===== config.mk =====
export PLATFORM = sky130hd
export DESIGN_NAME = pjmr_div
export DESIGN_NICKNAME = d
export VERILOG_FILES = /design/src/rtl/core/pjmr_pkg.sv /design/src/rtl/core/pjmr_div.sv
export SDC_FILE = /design/constraint.sdc
export NUM_CORES = 1
export LEC_CHECK = 0
export BUFFER_PORTS_ARGS = -buffer_cell sky130_fd_sc_hd__buf_2
export CAP_MARGIN = 20
export CORE_MARGIN = 2
export CORE_UTILIZATION = 49
export CTS_BUF_LIST = sky130_fd_sc_hd__clkbuf_8
export DETAILED_ROUTE_END_ITERATION = 12
export PLACE_DENSITY_LB_ADDON = 0.12
export SLEW_MARGIN = 30
export SYNTH_ARGS = -nofsm -noshare
export SYNTH_HDL_FRONTEND = slang
export SYNTH_SLANG_ARGS = --single-unit

===== constraint.sdc =====
create_clock -name clk -period 2.7 [get_ports clk]
set_input_delay 0.135 -clock clk [delete_from_list [all_inputs] [get_ports clk]]
set_output_delay 0.135 -clock clk [all_outputs]
set_load 0.01 [all_outputs]

===== src/rtl/core/pjmr_pkg.sv =====
// Package for the Pade-Jastrow move ratio block.
// Holds the channel payload types, request and register codes, fixed-point
// constants and the request/response types of the shared divider.
package pjmr_pkg;

  // Request codes carried in req_type.
  localparam logic [1:0] REQ_LOAD   = 2'd0;
  localparam logic [1:0] REQ_MOVE   = 2'd1;
  localparam logic [1:0] REQ_REJECT = 2'd2;

  // Configuration register indexes.
  localparam int CFG_IDX_W = 2;
  localparam int CFG_DATA_W = 32;
  localparam logic [CFG_IDX_W-1:0] CFG_GAMMA = 2'd0;
  localparam logic [CFG_IDX_W-1:0] CFG_DIMS  = 2'd1;

  // Register reset values.
  localparam logic [19:0] GAMMA_RESET = 20'd65536;
  localparam logic [1:0]  DIMS_RESET  = 2'd3;

  // Fixed-point constants.
  localparam logic [31:0] ONE_Q16   = 32'd65536;
  localparam logic [31:0] RATIO_MAX = 32'hFFFF_FFFF;
  localparam logic [31:0] LN2_Q32   = 32'hB172_17F8;
  // Exponent limit of 12.0 in Q16.16.
  localparam int EXP_LIMIT = 786432;
  // Bias on the ln2 count so that the division runs on a positive value.
  localparam int LN2_BIAS = 18;
  localparam logic [35:0] LN2_BIAS_Q32 = 36'd53586800496;
  // Number of Taylor terms after the constant one.
  localparam logic [3:0] TAYLOR_TERMS = 4'd13;

  // Shared divider widths.
  localparam int DVD_W = 66;
  localparam int DSR_W = 54;

  // Input transaction payload.
  typedef struct packed {
    logic [1:0]         req_type;
    logic [5:0]         particle;
    logic signed [31:0] coord_x;
    logic signed [31:0] coord_y;
    logic signed [31:0] coord_z;
  } pjmr_in_t;

  // Result transaction payload.
  typedef struct packed {
    logic [31:0] ratio;
    logic        saturated;
  } pjmr_out_t;

  // Divider request and response.
  typedef struct packed {
    logic             start;
    logic [DVD_W-1:0] dividend;
    logic [DSR_W-1:0] divisor;
  } div_req_t;

  typedef struct packed {
    logic             done;
    logic [DVD_W-1:0] quot;
    logic [DSR_W-1:0] rem;
  } div_rsp_t;

endpackage


===== src/rtl/core/pjmr_div.sv =====
// Shared restoring divider, one quotient bit per cycle over 66 steps.
// Depends on pjmr_pkg for the request and response types.
module pjmr_div (
  input  logic               clk,
  input  logic               rst_n,
  input  pjmr_pkg::div_req_t req,
  output pjmr_pkg::div_rsp_t rsp
);
  import pjmr_pkg::*;

  logic             busy_r;
  logic             done_r;
  logic [6:0]       cnt_r;
  logic [DVD_W-1:0] dvd_r;
  logic [DSR_W-1:0] dsr_r;
  logic [DSR_W-1:0] rem_r;
  logic [DVD_W-1:0] quo_r;

  logic [DSR_W:0]   rem_sh;
  logic [DSR_W:0]   rem_diff;
  logic             fits;
  logic [DSR_W-1:0] rem_nxt;

  // One shift-compare-subtract step.
  always_comb begin
    rem_sh   = {rem_r, dvd_r[DVD_W-1]};
    rem_diff = rem_sh - {1'b0, dsr_r};
    fits     = (rem_sh >= {1'b0, dsr_r});
    rem_nxt  = fits ? rem_diff[DSR_W-1:0] : rem_sh[DSR_W-1:0];
  end

  // Control: busy while steps remain, done for one cycle at the end.
  always_ff @(posedge clk) begin
    if (!rst_n) begin
      busy_r <= 1'b0;
      done_r <= 1'b0;
      cnt_r  <= '0;
    end else begin
      done_r <= 1'b0;
      if (req.start) begin
        busy_r <= 1'b1;
        cnt_r  <= '0;
      end else if (busy_r) begin
        cnt_r <= cnt_r + 7'd1;
        if (cnt_r == 7'(DVD_W - 1)) begin
          busy_r <= 1'b0;
          done_r <= 1'b1;
        end
      end
    end
  end

  // Datapath.
  always_ff @(posedge clk) begin
    if (req.start) begin
      dvd_r <= req.dividend;
      dsr_r <= req.divisor;
      rem_r <= '0;
      quo_r <= '0;
    end else if (busy_r) begin
      dvd_r <= {dvd_r[DVD_W-2:0], 1'b0};
      rem_r <= rem_nxt;
      quo_r <= {quo_r[DVD_W-2:0], fits};
    end
  end

  assign rsp.done = done_r;
  assign rsp.quot = quo_r;
  assign rsp.rem  = rem_r;

endmodule


==> results.json <==
{
  "via_per_inst": 5.17,
  "nNetsFinal": 1989,
  "critPathKind": "reg -> reg",
  "nFillCells": 1912,
  "clock_path_buffers": 3,
  "drc_errors": 0,
  "synthToLayoutAreaGrowth_pct": 44.8,
  "final_core_util": 0.716,
  "numCtsBuffers": 43,
  "synth_area_um2": 12700,
  "grt_overflow": 0,
  "post_dp_cell_area_um2": 16000,
  "rsz0062_at_grt": "yes",
  "numClockSinks": 249,
  "design_area_um2": 18500,
  "cp_data_arrival_time_ps": 3500,
  "setup_viol": 55,
  "skew_ps": 30.0,
  "syn-num-nets": 1409,
  "hp-start": "req[120]",
  "p_total_mw": 10.0,
  "synth_edf_count": 120,
  "synth_top_cell_by_area": "edfxtp_1",
  "dpl.hpwl_um": 24100,
  "synthesis.instances": 1229,
  "synth.area.top_cells": "edfxtp_1 (28%), dfxtp_1 (20%), mux2i_1 (7.7%)",
  "relSlewSlack": 0.514,
  "maxSlewViolCount": 0,
  "fmax_mhz": 331,
  "final_hold_viol_count": 0,
  "core_area_um2": 25800,
  "end_kind": "flop",
  "die_h_um": 165,
  "synthFlopType": "dfxtp_1",
  "reg2reg_depth": 14,
  "worstPathMaxFanout": 6,
  "setup_ws_ps": -322,
  "cp_top_family": "compound AO/OA/AOI/OAI gates",
  "yosysSeqAreaShare": 0.486,
  "ys_warn_count": 0,
  "hold_path_end": "rem_r[3]",
  "dr.pass1.iters": 5,
  "fin_crit_ps": 3020,
  "drive_gt1_frac": 0.377,
  "path_buf_inv": 4,
  "fin_crit_sh": 1.12,
  "r2r_slack_ps": -320,
  "peakVddDrop_mv": 0.409,
  "initial_core_util": 0.495,
  "hold_depth": 2,
  "hp-class": "in -> reg",
  "drt_iter0_drc": 570,
  "startpoint_type": "flop",
  "design.die.area_um2": 27300,
  "cts_root_buf": "clkbuf_8",
  "leakagePower_nw": 8.36,
  "r2r_start": "dsr_r[24]",
  "synth_top_area_frac": 0.283,
  "worstMarginPinSlew_ps": 720,
  "port_buffers": 243,
  "place_congestion": 0.912,
  "path_common_cell": "buf_4",
  "syn_avg_cell_area_um2": 10.4,
  "die_x_um": 165,
  "first_global_vias": 11094,
  "cp_slowest_cell": "a311o_2",
  "ant_nets": 0,
  "track_usage": 0.254,
  "max_stage_delay_ps": 390,
  "grt_pass1_wl_um": 55500,
  "worst-endpoint-required_ps": 3180,
  "async_flop_share": 0,
  "antenna_found_initial": 2,
  "wl_per_cell_um": 16.6,
  "r2r_end": "rem_r[48]",
  "synthTopCellsByCount": "nor2_1 (148), dfxtp_1 (129), edfxtp_1 (120)",
  "drt-total-wl_um": 36200,
  "io_pins": 244,
  "pwr_density_cell_nw_per_um2": 542,
  "cap_violations": 0,
  "synth_seq_cells": 249,
  "cts_tree": "done",
  "run_status": "finished with violations",
  "ys_types": 64,
  "row_count": 59,
  "clk_latency_ps": 570,
  "grt_max_degree": 81,
  "post-synth-top-count-cell": "nor2_1",
  "cts.reportedPaths.clkPinSlew_ps": 60,
  "path_cells": "inv_1, ha_1, buf_4, a21oi_2, o21ai_1, a211oi_2, o21ai_2, o2bb2ai_2, a31o_2, a311o_2, buf_4, buf_6, or3_1, o221ai_1",
  "vias": 11277,
  "htree_levels": 2,
  "violations": "negative setup slack"
}
-- flip-flops by register name (all words and copies together) (netlist names) --
register,count
dsr_r,54
dvd_r,66
rem_r,54
cnt_r,7
quo_r,66
done_r,1
busy_r,1
-- worst reg2reg max path, stage by stage, from the launching register on --
cell	delay, ps
edfxtp_1	360
inv_1	80
ha_1	270
buf_4	170
a21oi_2	140
o21ai_1	120
a211oi_2	270
o21ai_2	100
o2bb2ai_2	120
a31o_2	220
a311o_2	390
buf_4	160
buf_6	130
or3_1	350
o221ai_1	70
-- cell usage in the layout, fill, tap and decap left out, drive strengths merged, types with 7 or more instances in the layout --
cell,n
xor2,26
a211oi,40
a21oi,72
xnor2,29
buf,474
nor2,149
a22oi,8
nand2b,7
clkbuf,49
o21bai,10
nor2b,9
nand2,76
nor3,12
mux2i,98
a21o,32
mux2,65
nand4,12
nand3,20
dfxtp,129
o21ai,54
dlygate4sd3,121
edfxtp,120
inv,96
ha,56
-- repair_timing --
item / 4_1_cts / 5_1_grt
setup endpoints to repair: 55 / 55
hold endpoints to repair: 128 / 0
pin swaps: 8 / 18
gates cloned: 0 / 3
gates resized for setup: 43 / 44
hold buffers: 121 / 0
buffers inserted: 3 / 8
-- cells by family (layout without fill, tap and decap cells) --
kind of cell | count (synthesis) | after routing | synth area share
AOI/OAI and AO/OA | 260 | 260 | 0.132
buffers and inverters | 131 | 744 | 0.0445
muxes | 163 | 163 | 0.134
other | 0 | 2 | 0
adders and majority gates | 57 | 57 | 0.0566
xor gates and xnor gates | 55 | 55 | 0.0378
DFF | 249 | 249 | 0.486
and+or+nand+nor | 314 | 315 | 0.109
-- metrics by stage --
step | hold slack (ps) | std cells | setup slack [ps] | TNS [ps]
6_report | 66.1 | 2180 | -322 | -14620
5_1_grt | 82.4 | 2180 | -507 | -23670
4_1_cts | 58.9 | 2167 | -282 | -12700
3_5_place_dp | 313 | 1964 | -577 | -28200
3_3_place_gp | 312 | 1964 | -503 | -25360
2_1_floorplan | 234 | 1229 | 0.512 | 0
-- worst max path at each step --
stage,cells after the start,slack (ps),end,start
2_1_floorplan,14,0.5,rem_r[52],dvd_r[65]
3_3_place_gp,13,-500,rem_r[48],dsr_r[40]
3_5_place_dp,13,-580,rem_r[10],dsr_r[40]
4_1_cts,13,-280,rem_r[30],dsr_r[40]
5_1_grt,15,-510,rem_r[0],dsr_r[7]
6_report,14,-320,rem_r[48],dsr_r[24]
-- report_power, final --
| group | internal (mW) | switching [mW] | total (mW) | leakage, nW |
|---|---|---|---|---|
| Clock | 1.57 | 1.61 | 3.19 | 0.495 |
| Combinational | 1.28 | 1.20 | 2.48 | 5.62 |
| Sequential | 4.23 | 0.114 | 4.35 | 2.25 |
| Total | 7.09 | 2.92 | 10.0 | 8.36 |
-- per-layer routing --
metal	vias up	part of all wire	GRT usage
met4	0	0.027	0.0858
met3	65	0.064	0.0602
li1	5587	-	-
met5	-	0	0
met2	352	0.48	0.426
met1	5273	0.43	0.323
-- cell type report --
class | instances | area, µm² | area share
timing repair buffer | 598 | 4310 | 0.234
clock inverter | 33 | 136 | 0.00739
inverter | 67 | 251 | 0.0136
antenna | 2 | 5.00 | 0.000271
multi-input combinational | 850 | 6490 | 0.352
clock buffer | 46 | 633 | 0.0343
tap | 335 | 419 | 0.0227
sequential | 249 | 6210 | 0.336
Note: power is estimated with default switching activity, not from simulation.
