$ cat src/rtl/core/pjmr_ram.sv
// Generic single-write, single-read RAM with a registered read port.
// No dependencies.
module pjmr_ram #(
  parameter int WIDTH = 96,
  parameter int DEPTH = 8
) (
  input  logic                     clk,
  input  logic                     we,
  input  logic [$clog2(DEPTH)-1:0] waddr,
  input  logic [WIDTH-1:0]         wdata,
  input  logic [$clog2(DEPTH)-1:0] raddr,
  output logic [WIDTH-1:0]         rdata_r
);

  logic [WIDTH-1:0] mem [DEPTH];

  // Write port and registered read port.
  always_ff @(posedge clk) begin
    if (we) begin
      mem[waddr] <= wdata;
    end
    rdata_r <= mem[raddr];
  end

endmodule

$ cat config.mk
export PLATFORM = sky130hd
export DESIGN_NAME = pjmr_ram
export DESIGN_NICKNAME = d
export VERILOG_FILES = /design/src/rtl/core/pjmr_ram.sv
export SDC_FILE = /design/constraint.sdc
export NUM_CORES = 1
export LEC_CHECK = 0
export BUFFER_PORTS_ARGS = -buffer_cell sky130_fd_sc_hd__buf_2
export CAP_MARGIN = 20
export CORE_UTILIZATION = 40
export CTS_BUF_LIST = sky130_fd_sc_hd__clkbuf_2 sky130_fd_sc_hd__clkbuf_4 sky130_fd_sc_hd__clkbuf_8
export CTS_CLUSTER_DIAMETER = 80
export DETAILED_ROUTE_END_ITERATION = 10
export PLACE_DENSITY_LB_ADDON = 0.15
export SLEW_MARGIN = 15
export SYNTH_ARGS = -nofsm -noshare
export SYNTH_HDL_FRONTEND = slang
export SYNTH_SLANG_ARGS = --single-unit
$ cat constraint.sdc
create_clock -name clk -period 8.55 [get_ports clk]
set_input_delay 1.2825 -clock clk [delete_from_list [all_inputs] [get_ports clk]]
set_output_delay 1.2825 -clock clk [all_outputs]
set_load 0.1 [all_outputs]
==> reports/metrics.cfg, run 1 <==
[power]
p_per_area_nw_per_um2=259
leakagePower_nw=11.9
max-vdd-ir-drop_mv=0.157

[worst_setup_path]
reg2reg_from=mem[7][74]$_DFFE_PP_
end_kind=register
path_max_fanout=50
r2r-end=rdata_r[74]$_DFF_P_
critPathBufInv=3
path_common_cell=buf_4
worstPathArrival_ns=3.49
r2r_cells=2
max_stage_delay_ns=0.86
regToRegSetupSlack_ns=7.28
worstPathCellList=buf_2 -> nand2b_1 -> nor3_4 -> buf_4 -> buf_4
cp_slowest_cell=buf_4
worstPathRequired_ns=8.91
critical_path_class=input port to register
cp-start-kind=input port
crit_family=buffers and inverters

[timing]
fin_crit_sh_pct=36.6
min_period_ns=3.13
rsz0062_at_grt=false
tightest_slew_ns=0.958
skew_ns=0.0241
tns_ns=0
finalSetupViolCount=0
setup_slack_ns=5.42
slew_headroom_pct=36.1
hold_viol_final=0
slew_violations=0
fmax_ghz=0.319

[finish]
utilization_pct=47.4
fillers=6420
drive_gt1_share_pct=46.5
area_delta_synth_final_pct=17.0
seq_area_um2=25000
final_area_um2=36000
fin_nets=1635
multi_input_area_um2=5530

[drt]
first_iter_violations=803
routedWlPerCell_um=23.3
ant_nets=0
via_per_inst=4.94
firstDrtPassIters=5
totalWireLength_um=62500
dr_total_vias=13274
drc=0

[hold_path]
hold_end=rdata_r[20]$_DFF_P_
holdCritPathClass=register to register
hold_path.startpoint=mem[5][20]$_DFFE_PP_
hold_depth=2

[clock_network]
clk_pin_slew_worst_paths_ns=0.06
cts-htree-levels=4
cts_tree=built
cts_setup_buffers=0
clock-sinks=864
max-clock-path-buffers=3
numCtsBuffers=146
cts_hold_buf=0
cts_root_buf=clkbuf_8
clk_latency_ns=0.75
ctsResizeCount=0

[outcome]
status=completed

[yosys]
netlist_instances=1219
synth_top_family_by_area=multiplexers
yosys.area_share.simple_pct=0.191
yosys_warnings=0
synth_seq_area_share_pct=81.1
synth-seq-cells=864
synth_compound_area_share_pct=0
synthAdderAreaFrac_pct=0
avgSynthCellArea_um2=25.3
syn_nets=1323
synth.mux.area_fraction_pct=17.5
synth.distinct_cells=12
synth_area_um2=30800
synth_xor_xnor_area_share_pct=0

[floorplan]
design.portCount=200
rows=101
die_w_um=280
coreArea_um2=76100
die_height_um=280
start_util_pct=40.5
die_area_um2=78100

[job]
drv_cap=0

[global_route]
track_usage_pct=16.3
grt_max_degree=108
grt_first_pass_wirelength_um=92200
grt-ovfl-total=0
antenna_found_initial=12
grt_pass1_vias=14690

[placement]
port_buffers=199
hpwlAfterDp_um=30300
place_congestion=0.662
pre_cts_slack_ns=4.57
placed_cell_area_um2=33000

state kept, by name (all words and copies together), names as in the netlist:
signal / flops
mem: 768
rdata_r: 96
how the worst max path moves through the flow:
| stage | startpoint | endpoint | slack [ns] | cells past startpoint |
|---|---|---|---|---|
| final | waddr[2] | mem[0][68]$_DFFE_PP_ | 5.42 | 5 |
| after global routing | raddr[0] | rdata_r[21]$_DFF_P_ | 5.29 | 4 |
| after CTS | waddr[2] | mem[0][68]$_DFFE_PP_ | 5.38 | 5 |
| after detailed placement | waddr[2] | mem[0][55]$_DFFE_PP_ | 4.57 | 5 |
| after global placement | waddr[2] | mem[0][69]$_DFFE_PP_ | 4.56 | 5 |
| after floorplan | waddr[2] | mem[2][0]$_DFFE_PP_ | 2.50 | 2 |
kinds of logic (layout without fill, tap and decap cells):
logic type             count (synthesis)  in the layout
buffers and inverters                 54            489
and+or+nand+nor                       13             13
muxes                                288            288
DFF                                  864            864
other                                  0              5
Yosys cell counts, drive strengths merged:
cell type,n,area share [%]
buf,34,0.92
edfxtp,768,75
mux2,96,3.5
nor3,2,0.032
nand2,2,0.024
clkbuf,20,0.24
dfxtp,96,6.2
nand2b,3,0.061
nor2,6,0.073
mux4,192,14
power by group:
part / internal, mW / leakage (nW) / switching (mW) / total, mW
sequential: 4.77 / 7.79 / 0.0462 / 4.82
clock: 2.12 / 1.62 / 1.60 / 3.72
combinational: 0.210 / 2.53 / 0.582 / 0.791
cell type report:
cell class	count	share of cell area (%)
clock inverters	42	0.760
well taps	1030	3.58
flip-flops and latches	864	69.3
diodes	5	0.0347
clock buffers	229	7.65
multi-input cells	301	15.3
repair buffers	218	3.32
stage by stage:
step | hold slack [ns] | total power, mW | std cells
2_1_floorplan | 0.657 | 5.51 | 1219
3_3_place_gp | 0.661 | 5.70 | 2413
3_5_place_dp | 0.669 | 5.71 | 2413
4_1_cts | 0.669 | 9.47 | 2684
5_1_grt | 0.682 | 9.69 | 2684
6_report | 0.666 | 9.33 | 2689
cell usage in the layout (no fill, tap or decap):
master / instances
mux4_2: 192
nor2_4: 6
clkbuf_4: 63
clkinv_2: 14
diode_2: 5
mux2_2: 96
buf_4: 17
clkinvlp_4: 5
nand2_1: 2
inv_6: 4
inv_8: 1
nand2b_1: 3
nor3_4: 2
buf_12: 3
clkinv_1: 16
bufinv_16: 2
buf_2: 196
dfxtp_1: 96
buf_8: 1
clkbuf_8: 167
edfxtp_1: 768
worst reg2reg max path: stages, from the launching register on:
cell and delay, ns:
edfxtp_1 0.37, mux4_2 0.49, mux2_2 0.29
routing by layer:
layer / GRT usage, % / vias to the layer above / part of all wire (%)
met2: 27.2 / 315 / 50
met3: 4.66 / 98 / 5.9
met4: 5.70 / 14 / 1.7
met1: 20.5 / 7016 / 42
met5: 0 / - / 0.13
li1: - / 5831 / -
Note: power is estimated with default switching activity, not from simulation.
==> run 2, diff against run 1 <==
==> constraint.sdc (replaced) <==
create_clock -name clk -period 3.1 [get_ports clk]
set_input_delay 0.465 -clock clk [delete_from_list [all_inputs] [get_ports clk]]
set_output_delay 0.465 -clock clk [all_outputs]
set_load 0.1 [all_outputs]
==> run 2 against run 1 <==
Compared with the run above: register-to-register slack got worse by 5.4 ns; setup slack got worse by 4.4 ns; sequential share of layout area decreased by 2.9 points; critical path type is now register to output port; critical endpoint is now rdata_r[10]; largest cell class unchanged.
==> reports/metrics.cfg, run 2 (synthesis results as in run 1) <==
[outcome]
status=completed

[worst_setup_path]
path_max_fanout=1  ; -98%
end_kind=output port
worstPathRequired_ns=2.63  ; -6.28 ns
cp_slowest_cell=buf_2
worstPathArrival_ns=1.63  ; -1.86 ns
worstPathCellList=buf_2
cp-start-kind=register
regToRegSetupSlack_ns=1.84  ; -5.44 ns
max_stage_delay_ns=0.46  ; -0.40 ns
crit_family=buffers and inverters
critical_path_class=register to output port
critPathBufInv=1  ; -2

[floorplan]
start_util_pct=40.5  ; unchanged
rows=101  ; unchanged
die_area_um2=78100  ; unchanged
die_w_um=280  ; unchanged
coreArea_um2=76100  ; unchanged
die_height_um=280  ; unchanged
design.portCount=200  ; unchanged

[drt]
drc=0  ; unchanged
first_iter_violations=858  ; +6.8%
firstDrtPassIters=4  ; -1
totalWireLength_um=64800  ; +3.6%
ant_nets=0  ; unchanged
routedWlPerCell_um=23.1  ; -0.62%
via_per_inst=4.99  ; +1.2%
dr_total_vias=13994  ; +5.4%

[clock_network]
clk_pin_slew_worst_paths_ns=0.06  ; about the same
ctsResizeCount=0  ; unchanged
numCtsBuffers=146  ; unchanged
clk_latency_ns=0.77  ; +0.02 ns
cts_setup_buffers=0  ; unchanged
cts-htree-levels=4  ; unchanged
cts_tree=built
clock-sinks=864  ; unchanged
cts_root_buf=clkbuf_8
max-clock-path-buffers=3  ; unchanged

[finish]
fin_nets=1760  ; +7.6%
stdcell_count=2802  ; +4.2%
regMostFlops=mem
largest_reg_flops=768  ; unchanged
drive_gt1_share_pct=44.7  ; -1.8 points
final_common_cell=edfxtp_1
final_area_um2=37600  ; +4.3%
seq_area_um2=25000  ; unchanged
reg.largest.list=mem x768, rdata_r x96
area_delta_synth_final_pct=22.1
final_cell_mix=768 x edfxtp_1, 196 x buf_2, 192 x mux4_2, 164 x clkbuf_8
fillers=6245  ; -2.7%
multi_input_area_um2=5560  ; +0.43%

[power]
switching_share_pct=24.1  ; +0.16 points
pwr-share-seq_pct=51.3  ; -0.4 points
power.internal_mw=19.7  ; +180%
p_total_mw=25.9  ; +180%
clkPwrFrac_pct=39.6  ; -0.2 points
p_sw_mw=6.23  ; +180%
max-vdd-ir-drop_mv=0.306  ; +95%
combPwrFrac_pct=9.1  ; +0.6 points
leakagePower_nw=12.6  ; +5.3%
p_per_area_nw_per_um2=689  ; +170%

[timing]
finalSetupViolCount=0  ; unchanged
skew_ns=0.0204  ; -0.00374 ns
tns_ns=0  ; unchanged
slew_headroom_pct=45.5  ; +9.3 points
min_period_ns=2.10
slew_violations=0  ; unchanged
tightest_slew_ns=0.816  ; -0.143 ns
setup_slack_ns=1.00  ; -4.41 ns
fmax_ghz=0.477
fin_crit_sh_pct=67.6
hold_viol_final=0  ; unchanged
rsz0062_at_grt=false

[global_route]
grt_max_degree=50  ; -54%
grt-ovfl-total=0  ; unchanged
antenna_found_initial=5  ; -7
track_usage_pct=17.0  ; +0.69 points
grt_pass1_vias=15275  ; +4.0%
grt_first_pass_wirelength_um=97300  ; +5.5%

[placement]
hpwlAfterDp_um=34900  ; +15%
port_buffers=199  ; unchanged
place_congestion=0.690  ; +4.2%
placed_cell_area_um2=33700  ; +2.0%
place_inst=2442  ; +1.2%
pre_cts_slack_ns=0.891  ; -3.68 ns

[job]
drv_cap=0  ; unchanged

[hold_path]
holdCritPathClass=input port to register

==> run 2: changes by cell type in the layout (fill, tap and decap cells not counted), sizes merged, moves of 4 or more <==
| cell | before | now |
|---|---|---|
| dlygate4sd3 | 0 | 96 |
| clkinv | 30 | 23 |
| clkbuf | 230 | 226 |
| buf | 217 | 246 |
| diode | 5 | 1 |
==> run 2: power by group through the flow <==
stage | Clock [mW] | Combinational [mW] | Sequential [mW]
6_report | 10.3 | 2.36 | 13.3
5_1_grt | 11.1 | 2.48 | 13.3
4_1_cts | 10.6 | 2.40 | 13.3
3_5_place_dp | 0 | 2.29 | 13.5
3_3_place_gp | 0 | 2.27 | 13.5
2_1_floorplan | 0 | 0.694 | 14.5
==> run 2: final cells by class <==
class                      instances  area share [%]
clock buffer                     225            7.20
timing repair buffer             343            7.41
sequential                       864            66.4
antenna                            1         0.00665
clock inverter                    38           0.755
multi-input combinational        301            14.8
tap                             1030            3.43
==> run 2: timing repair <==
item                       4_1_cts  5_1_grt
hold endpoints to repair       768        0
hold buffers                    96        0
setup endpoints to repair        0        0
==> run 2: final timing paths <==
path / startpoint / endpoint / depth (start not counted)
worst max-delay path: rdata_r[10]$_DFF_P_ / rdata_r[10] / 1
worst max register to register: mem[5][78]$_DFFE_PP_ / rdata_r[78]$_DFF_P_ / 2
worst min register to register: mem[4][66]$_DFFE_PP_ / rdata_r[66]$_DFF_P_ / 2
worst min-delay path: waddr[0] / mem[4][31]$_DFFE_PP_ / 2
==> run 2: metal layers <==
| layer | wire (um) | global-route usage, % | part of all wire (%) | up-vias |
|---|---|---|---|---|
| met5 | 50 | 0 | 0.077 | - |
| met4 | 1460 | 6.19 | 2.3 | 8 |
| met3 | 3040 | 4.10 | 4.7 | 139 |
| met2 | 30600 | 26.3 | 47 | 329 |
| met1 | 29700 | 23.6 | 46 | 7445 |
| li1 | - | - | - | 6073 |
==> run 2: stage by stage <==
stage / hold WS [ns] / utilization, %
CTS: 0.132 / 49.4
detailed placement: 0.668 / 44.2
floorplan: 0.564 / -
global placement: 0.661 / 44.2
finish: 0.224 / 49.4
global route: 0.184 / 49.4
